## src/hw/rtl/ecpr_pkg.sv

```systemverilog
package ecpr_pkg;

    // Widths fixed by the port payload
    localparam int unsigned REQ_PAGE_W = 16;
    localparam int unsigned RES_IDX_W  = 2;
    localparam int unsigned CNT_W      = 32;

    localparam logic [CNT_W-1:0] CNT_MAX = {CNT_W{1'b1}};

    typedef struct packed {
        logic [REQ_PAGE_W-1:0] page_id;
        logic                  is_write;
    } t_req;

    typedef struct packed {
        logic                 hit;
        logic [RES_IDX_W-1:0] frame_index;
        logic [CNT_W-1:0]     fault_total;
        logic [CNT_W-1:0]     access_total;
    } t_res;

endpackage

```

## src/hw/rtl/ecpr_front.sv

```systemverilog
module ecpr_front #(
    parameter int unsigned PAGE_BITS = 16
) (
    input  logic                 i_clk,
    input  logic                 i_rst_n,
    input  logic                 i_req_valid,
    input  ecpr_pkg::t_req       i_req,
    output logic                 o_req_stall,
    output logic                 o_item_valid,
    output logic [PAGE_BITS-1:0] o_item_page,
    output logic                 o_item_wr,
    input  logic                 i_item_pop
);

    localparam int unsigned DEPTH = 2;
    localparam int unsigned EXT_W = 32;

    logic [PAGE_BITS-1:0] r_page [DEPTH];
    logic [DEPTH-1:0]     r_wr;
    logic                 r_wptr, n_wptr;
    logic                 r_rptr, n_rptr;
    logic [1:0]           r_count, n_count;
    logic [EXT_W-1:0]     page_ext;
    logic                 push;

    // Take the page number to the stored page width
    assign page_ext = {{(EXT_W - ecpr_pkg::REQ_PAGE_W){1'b0}}, i_req.page_id};

    assign o_req_stall  = (r_count == 2'(DEPTH));
    assign push         = i_req_valid && !o_req_stall;
    assign o_item_valid = (r_count != 2'd0);
    assign o_item_page  = r_page[r_rptr];
    assign o_item_wr    = r_wr[r_rptr];

    // Advance pointers and fill count
    always_comb begin
        n_wptr  = r_wptr;
        n_rptr  = r_rptr;
        n_count = r_count;
        if (push) begin
            n_wptr = !r_wptr;
        end
        if (i_item_pop) begin
            n_rptr = !r_rptr;
        end
        if (push && !i_item_pop) begin
            n_count = r_count + 2'd1;
        end else if (!push && i_item_pop) begin
            n_count = r_count - 2'd1;
        end
    end

    always_ff @(posedge i_clk) begin
        if (!i_rst_n) begin
            r_wptr  <= 1'b0;
            r_rptr  <= 1'b0;
            r_count <= 2'd0;
        end else begin
            r_wptr  <= n_wptr;
            r_rptr  <= n_rptr;
            r_count <= n_count;
        end
    end

    // Hold queued requests
    always_ff @(posedge i_clk) begin
        if (push) begin
            r_page[r_wptr] <= page_ext[PAGE_BITS-1:0];
            r_wr[r_wptr]   <= i_req.is_write;
        end
    end

endmodule

```

## src/hw/rtl/ecpr_back.sv

```systemverilog
module ecpr_back #(
    parameter int unsigned FRAMES    = 3,
    parameter int unsigned PAGE_BITS = 16
) (
    input  logic                 i_clk,
    input  logic                 i_rst_n,
    input  logic                 i_item_valid,
    input  logic [PAGE_BITS-1:0] i_item_page,
    input  logic                 i_item_wr,
    output logic                 o_item_pop,
    output logic                 o_res_valid,
    output ecpr_pkg::t_res       o_res,
    input  logic                 i_res_stall
);

    localparam int unsigned FW        = (FRAMES > 1) ? $clog2(FRAMES) : 1;
    localparam int unsigned SWEEP_LEN = 2 * FRAMES;
    localparam int unsigned SW        = $clog2(SWEEP_LEN + 1);
    localparam int unsigned CW        = ecpr_pkg::CNT_W;

    localparam logic [1:0] S_IDLE  = 2'd0;
    localparam logic [1:0] S_LOOK  = 2'd1;
    localparam logic [1:0] S_SWEEP = 2'd2;
    localparam logic [1:0] S_DONE  = 2'd3;

    logic [1:0]           r_state, n_state;
    logic [PAGE_BITS-1:0] r_page [FRAMES];
    logic [FRAMES-1:0]    r_valid, n_valid;
    logic [FRAMES-1:0]    r_use, n_use;
    logic [FRAMES-1:0]    r_dirty, n_dirty;
    logic [FW-1:0]        r_hand, n_hand;
    logic [SW-1:0]        r_steps, n_steps;
    logic [PAGE_BITS-1:0] r_cur_page;
    logic                 r_cur_wr;
    logic [FW-1:0]        r_slot, n_slot;
    logic                 r_hit, n_hit;
    logic [CW-1:0]        r_faults, n_faults;
    logic [CW-1:0]        r_accesses, n_accesses;
    logic                 r_res_valid, n_res_valid;
    ecpr_pkg::t_res       r_res, n_res;

    logic                 look_hit;
    logic [FW-1:0]        look_idx;
    logic                 hand_clear;
    logic [FW-1:0]        hand_next;
    logic                 replace;
    logic                 res_free;
    logic [FW+1:0]        slot_ext;

    // Compare all resident pages, lowest match wins
    always_comb begin
        look_hit = 1'b0;
        look_idx = '0;
        for (int f = FRAMES - 1; f >= 0; f--) begin
            if (r_valid[f] && (r_page[f] == r_cur_page)) begin
                look_hit = 1'b1;
                look_idx = FW'(f);
            end
        end
    end

    assign hand_clear = !r_valid[r_hand] || (!r_use[r_hand] && !r_dirty[r_hand]);
    assign hand_next  = (r_hand == FW'(FRAMES - 1)) ? '0 : r_hand + FW'(1);
    assign replace    = hand_clear || (r_steps == SW'(SWEEP_LEN));
    assign res_free   = !r_res_valid || !i_res_stall;
    assign slot_ext   = {2'b00, r_slot};
    assign o_item_pop = (r_state == S_IDLE) && i_item_valid;

    // Sequence lookup, sweep and result
    always_comb begin
        n_state     = r_state;
        n_valid     = r_valid;
        n_use       = r_use;
        n_dirty     = r_dirty;
        n_hand      = r_hand;
        n_steps     = r_steps;
        n_slot      = r_slot;
        n_hit       = r_hit;
        n_faults    = r_faults;
        n_accesses  = r_accesses;
        n_res_valid = r_res_valid && i_res_stall;
        n_res       = r_res;
        case (r_state)
            S_IDLE: begin
                if (i_item_valid) begin
                    n_state = S_LOOK;
                end
            end
            S_LOOK: begin
                if (look_hit) begin
                    n_use[look_idx] = 1'b1;
                    if (r_cur_wr) begin
                        n_dirty[look_idx] = 1'b1;
                    end
                    n_slot  = look_idx;
                    n_hit   = 1'b1;
                    n_state = S_DONE;
                end else begin
                    n_steps = '0;
                    n_state = S_SWEEP;
                end
            end
            S_SWEEP: begin
                if (replace) begin
                    n_valid[r_hand] = 1'b1;
                    n_use[r_hand]   = 1'b1;
                    n_dirty[r_hand] = r_cur_wr;
                    n_slot          = r_hand;
                    n_hit           = 1'b0;
                    n_state         = S_DONE;
                end else begin
                    n_use[r_hand] = 1'b0;
                    n_steps       = r_steps + SW'(1);
                end
                n_hand = hand_next;
            end
            S_DONE: begin
                if (res_free) begin
                    if (!r_hit && (r_faults != ecpr_pkg::CNT_MAX)) begin
                        n_faults = r_faults + CW'(1);
                    end
                    if (r_accesses != ecpr_pkg::CNT_MAX) begin
                        n_accesses = r_accesses + CW'(1);
                    end
                    n_res.hit          = r_hit;
                    n_res.frame_index  = slot_ext[1:0];
                    n_res.fault_total  = n_faults;
                    n_res.access_total = n_accesses;
                    n_res_valid        = 1'b1;
                    n_state            = S_IDLE;
                end
            end
            default: begin
                n_state = S_IDLE;
            end
        endcase
    end

    always_ff @(posedge i_clk) begin
        if (!i_rst_n) begin
            r_state     <= S_IDLE;
            r_valid     <= '0;
            r_use       <= '0;
            r_dirty     <= '0;
            r_hand      <= '0;
            r_steps     <= '0;
            r_hit       <= 1'b0;
            r_faults    <= '0;
            r_accesses  <= '0;
            r_res_valid <= 1'b0;
        end else begin
            r_state     <= n_state;
            r_valid     <= n_valid;
            r_use       <= n_use;
            r_dirty     <= n_dirty;
            r_hand      <= n_hand;
            r_steps     <= n_steps;
            r_hit       <= n_hit;
            r_faults    <= n_faults;
            r_accesses  <= n_accesses;
            r_res_valid <= n_res_valid;
        end
    end

    // Hold the current request, the slot and the result payload
    always_ff @(posedge i_clk) begin
        if (o_item_pop) begin
            r_cur_page <= i_item_page;
            r_cur_wr   <= i_item_wr;
        end
        if ((r_state == S_SWEEP) && replace) begin
            r_page[r_hand] <= r_cur_page;
        end
        r_slot <= n_slot;
        r_res  <= n_res;
    end

    assign o_res_valid = r_res_valid;
    assign o_res       = r_res;

endmodule

```

## src/hw/rtl/enhanced_clock_page_replacement.sv

```systemverilog
// A request passes the request queue, the lookup and, on a miss, the sweep that
// checks one frame per cycle, before the result register takes its result.
// The back end takes a new request only after it has written the last result to the result register.
// A two-entry request queue and a result register let each side stall on its own.
// Synchronous active-low reset empties all frames, parks the hand at frame 0
// and clears both counters; no clearing pass is needed.
module enhanced_clock_page_replacement #(
    parameter int unsigned FRAMES    = 3,
    parameter int unsigned PAGE_BITS = 16
) (
    input  logic           i_clk,
    input  logic           i_rst_n,
    input  logic           i_req_valid,
    input  ecpr_pkg::t_req i_req,
    output logic           o_req_stall,
    output logic           o_res_valid,
    output ecpr_pkg::t_res o_res,
    input  logic           i_res_stall
);

    logic                 item_valid;
    logic [PAGE_BITS-1:0] item_page;
    logic                 item_wr;
    logic                 item_pop;

    // Queue incoming requests
    ecpr_front #(
        .PAGE_BITS (PAGE_BITS)
    ) u_front (
        .i_clk        (i_clk),
        .i_rst_n      (i_rst_n),
        .i_req_valid  (i_req_valid),
        .i_req        (i_req),
        .o_req_stall  (o_req_stall),
        .o_item_valid (item_valid),
        .o_item_page  (item_page),
        .o_item_wr    (item_wr),
        .i_item_pop   (item_pop)
    );

    // Look up, sweep and replace
    ecpr_back #(
        .FRAMES    (FRAMES),
        .PAGE_BITS (PAGE_BITS)
    ) u_back (
        .i_clk        (i_clk),
        .i_rst_n      (i_rst_n),
        .i_item_valid (item_valid),
        .i_item_page  (item_page),
        .i_item_wr    (item_wr),
        .o_item_pop   (item_pop),
        .o_res_valid  (o_res_valid),
        .o_res        (o_res),
        .i_res_stall  (i_res_stall)
    );

    // Every result counts at least its own access
    a_access_nonzero: assert property (@(posedge i_clk) disable iff (!i_rst_n)
        o_res_valid |-> (o_res.access_total != '0))
        else $error("result with zero access count");

    // Faults never outrun accesses
    a_fault_le_access: assert property (@(posedge i_clk) disable iff (!i_rst_n)
        o_res_valid |-> (o_res.fault_total <= o_res.access_total))
        else $error("fault count above access count");

    // A miss has counted at least one fault
    a_miss_counted: assert property (@(posedge i_clk) disable iff (!i_rst_n)
        (o_res_valid && !o_res.hit) |-> (o_res.fault_total != '0))
        else $error("miss reported with zero fault count");

endmodule
```

## config.mk

```make
export PLATFORM = sky130hd
export DESIGN_NAME = enhanced_clock_page_replacement
export DESIGN_NICKNAME = d
export VERILOG_FILES = /design/src/hw/rtl/ecpr_pkg.sv /design/src/hw/rtl/ecpr_front.sv /design/src/hw/rtl/ecpr_back.sv /design/src/hw/rtl/enhanced_clock_page_replacement.sv
export SDC_FILE = /design/constraint.sdc
export NUM_CORES = 1
export LEC_CHECK = 0
export ABC_AREA = 1
export BUFFER_PORTS_ARGS = -buffer_cell sky130_fd_sc_hd__buf_2
export CAP_MARGIN = 10
export CORE_ASPECT_RATIO = 1.25
export CORE_UTILIZATION = 65
export CTS_CLUSTER_DIAMETER = 100
export DETAILED_ROUTE_END_ITERATION = 7
export GPL_TIMING_DRIVEN = 0
export PLACE_DENSITY = 0.87
export RECOVER_POWER = 25
export SLEW_MARGIN = 20
export SYNTH_ARGS = -nofsm -noshare
export SYNTH_HDL_FRONTEND = slang
export SYNTH_SLANG_ARGS = --single-unit
```

## constraint.sdc

```tcl
create_clock -name i_clk -period 11.3 [get_ports i_clk]
set_clock_uncertainty 0.15 [all_clocks]
set_input_delay 1.695 -clock i_clk [delete_from_list [all_inputs] [get_ports i_clk]]
set_output_delay 1.695 -clock i_clk [all_outputs]
set_load 0.005 [all_outputs]
```

==> After elaboration in Yosys (flattened, before gate mapping) <==
Memories as Yosys holds them, arrays and structs flattened. A register that Yosys moved wholly into a read port is not among the register bits.
Index checks and enable logic that the tools add are counted.
{ "classes": {"bitwise": 6, "reduce_logical": 39, "mux": 54, "n_lt_le_gt_ge": 7, "n_eq_ne": 18, "addsub": 6} }
{ "ops": {"columns": ["op", "n"], "rows": [
  ["$add 32x1->32 const B", 2],
  ["$mux 32", 2],
  ["$ne 32x32->1 const B", 2],
  ["$eq 16x16->1", 3],
  ["$mux 2", 11],
  ["$mux 3", 7],
  ["$mux 1", 20],
  ["$pmux 3 s2", 3],
  ["$logic_and 1x1->1", 14],
  ["$or 3x3->3", 4],
  ["$logic_not 1->1", 11],
  ["$ne 2x1->1 const B", 5],
  ["$reduce_and 3->1", 3],
  ["$eq 2x2->1 const B", 4],
  ["$pmux 2 s4", 1],
  ["$bmux 1 s2", 3],
  ["$lt 2x3->1 const B", 2],
  ["$reduce_and 2->1", 3],
  ["$reduce_bool 2->1", 3],
  ["$add 2x1->2 const B", 2],
  ["$demux 1 s2", 2],
  ["$ge 2x1->1 const B", 2],
  ["$lt 1x2->1 const B", 2],
  ["$ne 2x2->1 const B", 2],
  ["15 further kinds", 17]
]} }
{ "totals": {"in_bits": 21, "memories": 2, "register_bits": 158, "output_inout_bits": 69, "ram_bits": 80, "word_cells": 152} }
{ "mem_list": {"columns": ["name", "words", "width", "rd", "rd_ports_with_merged_regs", "wr", "line_no", "text"], "rows": [
  ["u_back.r_page", 3, 16, 3, 0, 1, "ecpr_back.sv:27", "logic [PAGE_BITS-1:0] r_page [FRAMES];"],
  ["u_front.r_page", 2, 16, 1, 1, 1, "ecpr_front.sv:18", "logic [PAGE_BITS-1:0] r_page [DEPTH];"]
]} }

==> Depth between registers and ports, before layout <==
An unclocked memory read counts as a cell.
{ "logic_depth": {"ltp_word": 14, "ltp_mapped": 14} }

==> Cells and area by module <==
A second synthesis with hierarchy kept.
{ "unflattened": {"hier_cells": 1387, "area_unflattened_um2": 12150.4} }
{ "modules_own_cells": {"columns": ["module", "cells_each", "area_per_inst_um2", "n_inst"], "rows": [
  ["ecpr_back", 1298, 10631.4, 1],
  ["ecpr_front", 89, 1519.0, 1]
]} }

==> Worst setup path before layout <==
OpenSTA, ideal clock, no wires.
{ "synth_timing": {"path_type": "input -> register", "start": "input port i_res_stall", "end": "register u_back.r_res (netlist bit u_back.o_res[0]), enable pin", "setup_slack_ns": 6.501, "path_buffers": 2, "stages": 5, "t_arrival_ns": 4.192, "setup_ns": 0.456, "path_cell_list": "nand2_1 > nand2_1 > clkbuf_1 > clkinv_1 > clkbuf_1"} }
{ "synth_via": {"elab_chain_len": 3} }
{ "synth_rtl": {"columns": ["item", "line_no", "text"], "rows": [
  ["from (decl)", "enhanced_clock_page_replacement.sv:18", "input logic i_res_stall"],
  ["$logic_not 1->1", "ecpr_back.sv:65", "assign res_free = !r_res_valid || !i_res_stall;"],
  ["$logic_or 1x1->1", "ecpr_back.sv:65", null],
  ["$reduce_and 2->1 (no source line)", null, null],
  ["to (signal assigned)", "ecpr_back.sv:175", "r_res <= n_res;"],
  ["to (decl)", "ecpr_back.sv:40", "ecpr_pkg::t_res r_res, n_res;"]
]} }
Every way passes these cells.
A chain may end at the register's enable or synchronous reset.

==> Final worst setup path <==
{ "layout_timing": {"start": "input port i_res_stall", "end": "register u_back.r_accesses[30]"} }
{ "layout_via": {"elab_chain_len": 3} }
{ "layout_rtl": {"columns": ["item", "line_no", "text"], "rows": [
  ["$logic_not 1->1", "ecpr_back.sv:65", null],
  ["$logic_or 1x1->1", "ecpr_back.sv:65", null],
  ["$reduce_and 2->1 (no source line)", null, null],
  ["to (signal assigned)", "ecpr_back.sv:160", "r_accesses <= n_accesses;"],
  ["to (decl)", "ecpr_back.sv:38", "logic [CW-1:0] r_accesses, n_accesses;"]
]} }
Every way passes these cells.

==> results.py <==
metrics = {
    "run_status": {
        "status": "finished, final reports clean",
    },
    "critical_path": {
        "cp.required_ns": 11.57,
        "cp-start-kind": "primary input",
        "cp_common_cell": "sky130_fd_sc_hd__nand2_1",
        "worst_setup_path_class": "in -> reg",
        "r2r_start": "u_back.r_state[0]",
        "cp_slowest_stage_delay_ns": 0.42,
        "cp_num_buf_inv": 5,
        "critPathArrivalTime_ns": 3.90,
        "endpoint_kind": "flip-flop",
        "critPathTopFamily": "buffers and inverters",
        "crit_path_max_fanout": 54,
        "crit_slowest_cell": "sky130_fd_sc_hd__clkbuf_1",
        "worstPathCellList": "buf_2 -> nand2_1 -> nand2_1 -> clkbuf_1 -> clkinv_1 -> clkbuf_4 -> buf_16 -> o21ai_0 -> nor2_1",
        "worst_setup_path_startpoint": "i_res_stall",
    },
    "synthesis": {
        "synth_area_um2": 12000,
        "synth_warnings": 0,
        "syn_inst": 1422,
        "synth_seq_area_share_pct": 56.2,
        "synthDistinctLibCells": 36,
        "synth.net_count": 1452,
        "most_used_dff_post_synth": "sky130_fd_sc_hd__edfxtp_1",
        "async_flop_share_pct": 0,
        "post_synth_edffs": 168,
        "ys_top_cells_by_area": "sky130_fd_sc_hd__edfxtp_1 42%, sky130_fd_sc_hd__dfxtp_1 14%, sky130_fd_sc_hd__nand2_1 11%",
        "yosys.area.top_type": "sky130_fd_sc_hd__edfxtp_1",
        "syn-mean-instance-area_um2": 8.47,
        "synth_top_cell_area_share_pct": 41.9,
        "number_of_synthesized_register_bits": 254,
    },
    "placed_design": {
        "gp_congestion": 0.967,
        "buffer_ports.inserted": 89,
        "dp_hpwl_mm": 22.2,
    },
    "detailed_routing": {
        "via_per_inst": 5.61,
        "post_dr_wirelength_cell_um": 17.1,
        "drt_first_pass_iters": 6,
        "num_vias": 10030,
        "detail_route.iter0.violations": 1016,
        "antenna_violating_nets_post_route": 0,
        "drt_drc_violations_left": 0,
        "detail_route.wirelength_mm": 30.6,
    },
    "grt": {
        "grt_remaining_overflow": 0,
        "number_of_global_route_vias_before_repair": 9463,
        "globalRouteTotalUtil_pct": 33.1,
        "initial_antenna_violation_count": 2,
        "first_pass_grt_wire_length_mm": 48.3,
        "grt_max_degree": 55,
    },
    "cells_and_area": {
        "layout_common_cells": "364 x sky130_fd_sc_hd__nand2_1, 212 x sky130_fd_sc_hd__inv_1, 169 x sky130_fd_sc_hd__nor2_1",
        "seq_area_um2": 6770,
        "final_net_count": 1570,
        "final_common_cell": "sky130_fd_sc_hd__nand2_1",
        "area_growth_syn_to_layout_pct": 13.3,
        "n_fill_cell": 1319,
        "drive_gt1_share_pct": 9.69,
        "multi_input_comb_area_um2": 4300,
    },
    "power": {
        "leakage_power_total_nw": 5.89,
        "max-vdd-ir-drop_uv": 187,
        "p_per_cell_area_nw_per_um2": 209,
        "total_power_mw": 2.85,
    },
    "clock_tree": {
        "tritoncts_clock_tree": "yes",
        "clockBufferDepth": 3,
        "clock_transition_time_at_the_flip_flop_clock_pins_of_the_worst_setup_and_hold_paths_ns": 0.06,
        "numCtsBuffers": 25,
        "depth_of_the_cts_h_tree": 1,
        "setup_fix_buffers_added_after_clock_tree_synthesis": 0,
        "clk_latency_ns": 0.53,
        "cts.repair.resized": 0,
        "ctsHoldBuffers": 0,
        "clock_sinks": 254,
        "cts_root_buffer": "sky130_fd_sc_hd__clkbuf_16",
    },
    "sta": {
        "worst_pin_slew_ns": 0.903,
        "setup_viol": 0,
        "grt_setup_unrepaired": "false",
        "post-route-min-period_ns": 3.63,
        "fin_crit_sh_pct": 32.2,
        "slew_headroom_pct": 39.7,
        "timing.final.hold_violations": 0,
        "fin_setup_tns_ns": 0,
        "fmax_mhz": 275,
        "final_max_slew_viol_count": 0,
    },
    "die": {
        "core.rowCount": 55,
        "die_w_um": 124,
        "core_region_area_um2": 18100,
        "initial_utilization_pct": 66.5,
        "ios": 90,
        "die_area_um2": 19100,
        "fp.dieH_um": 154,
    },
    "min_path": {
        "hold_path.startpoint": "u_back.r_slot[0]",
        "worst_hold_path_type": "reg -> reg",
    },
    "flow_run": {
        "drv_cap": 0,
    },
}
## logic make-up (layout without fill, tap and decap cells)
group                      Yosys count  in the layout  share of synthesized area [%]
and+or+nand+nor                    689            689                           24.1
DFF                                254            254                           56.2
buffers and inverters              253            389                           8.14
AOI/OAI and AO/OA                  171            171                           7.34
xor gates and xnor gates            46             46                           3.35
adders and majority gates            9              9                          0.935
other                                0              1                              0
## worst register-to-register path: stages, from the launching register on
cell and delay, ns:
sky130_fd_sc_hd__dfxtp_1 0.35, sky130_fd_sc_hd__ha_1 0.26, sky130_fd_sc_hd__nand2_1 0.28, sky130_fd_sc_hd__clkbuf_1 0.43, sky130_fd_sc_hd__clkinv_1 0.34, sky130_fd_sc_hd__clkbuf_4 0.39, sky130_fd_sc_hd__buf_16 0.29, sky130_fd_sc_hd__o21ai_0 0.24
sky130_fd_sc_hd__nor2_1 0.07
## state kept, by name (all words and copies together), names as in the netlist, named ones only
signal and count:
u_front.r_count 2, u_back.r_faults 32, u_back.r_steps 3, u_back.r_state 2
u_front.r_wr 2, u_back.r_slot 2, u_back.r_page 48, u_back.r_hand 2
u_back.r_cur_wr 1, u_back.r_dirty 3, u_front.r_page 32, u_back.r_accesses 32
u_back.o_res_valid 1, u_back.r_hit 1, u_back.r_valid 3, u_front.r_wptr 1
u_back.r_cur_page 16, u_back.o_res 67, u_front.r_rptr 1
## Yosys cell counts (2+ instances only)
cell type and instances:
sky130_fd_sc_hd__edfxtp_1 168, sky130_fd_sc_hd__nor2_1 171, sky130_fd_sc_hd__nand4_1 32, sky130_fd_sc_hd__nand3b_1 9, sky130_fd_sc_hd__xor2_1 34, sky130_fd_sc_hd__inv_2 3
sky130_fd_sc_hd__or2_2 10, sky130_fd_sc_hd__nor3_2 3, sky130_fd_sc_hd__a31oi_1 2, sky130_fd_sc_hd__xnor2_1 12, sky130_fd_sc_hd__nand3_1 56, sky130_fd_sc_hd__o21ai_1 31
sky130_fd_sc_hd__clkbuf_1 26, sky130_fd_sc_hd__buf_6 3, sky130_fd_sc_hd__nor4_1 6, sky130_fd_sc_hd__dfxtp_1 86, sky130_fd_sc_hd__buf_2 3, sky130_fd_sc_hd__a21oi_1 60
sky130_fd_sc_hd__buf_1 2, sky130_fd_sc_hd__nor3b_1 2, sky130_fd_sc_hd__o21ai_0 68, sky130_fd_sc_hd__ha_1 9, sky130_fd_sc_hd__nor3_1 32, sky130_fd_sc_hd__a211oi_1 6
sky130_fd_sc_hd__nand2_1 364, sky130_fd_sc_hd__clkinv_1 3, sky130_fd_sc_hd__inv_1 212
## stage by stage
stage | utilization, % | setup slack (ns) | hold WS, ns | area [um2] | std cells
final | 75.4 | 7.67 | 0.285 | 13600 | 1787
after global routing | 75.4 | 7.55 | 0.287 | 13600 | 1786
after CTS | 75.5 | 7.72 | 0.283 | 13700 | 1786
after detailed placement | 70.8 | 7.18 | 0.269 | 12800 | 1741
after global placement | 70.6 | 5.31 | 0.253 | 12800 | 1739
after floorplan | - | 6.50 | 0.250 | 12000 | 1422
## worst paths after layout
check | cells past startpoint | slack, ns | endpoint
worst min register to register | 0 | 0.29 | u_back.o_res[64]
worst max register to register | 8 | 8.40 | u_back.r_accesses[30]
worst min-delay path | 0 | 0.29 | u_back.o_res[64]
worst max-delay path | 9 | 7.67 | u_back.r_accesses[30]
## area by class of cell
| type | instances | area share, % |
|---|---|---|
| repair buffers | 91 | 3.47 |
| plain buffers | 35 | 1.21 |
| diodes | 1 | 0.0183 |
| flip-flops and latches | 254 | 49.6 |
| clock inverters | 11 | 0.853 |
| well taps | 228 | 2.09 |
| inverters | 218 | 6.00 |
| multi-input cells | 915 | 31.5 |
| clock buffers | 34 | 5.27 |
## power by group
group	switching, mW	leakage [nW]	internal, mW
clock	0.349	0.401	0.492
combinational	0.448	3.25	0.212
sequential	0.134	2.23	1.21
## layer usage
| metal | GRT usage [%] | share of wire, % | vias up |
|---|---|---|---|
| met5 | 0 | 0.036 | - |
| met4 | 15.0 | 4.2 | 2 |
| met3 | 4.54 | 6.1 | 87 |
| met2 | 57.7 | 51 | 378 |
| met1 | 40.3 | 39 | 4721 |
| li1 | - | - | 4842 |
Power figures use the tool's default switching activity.
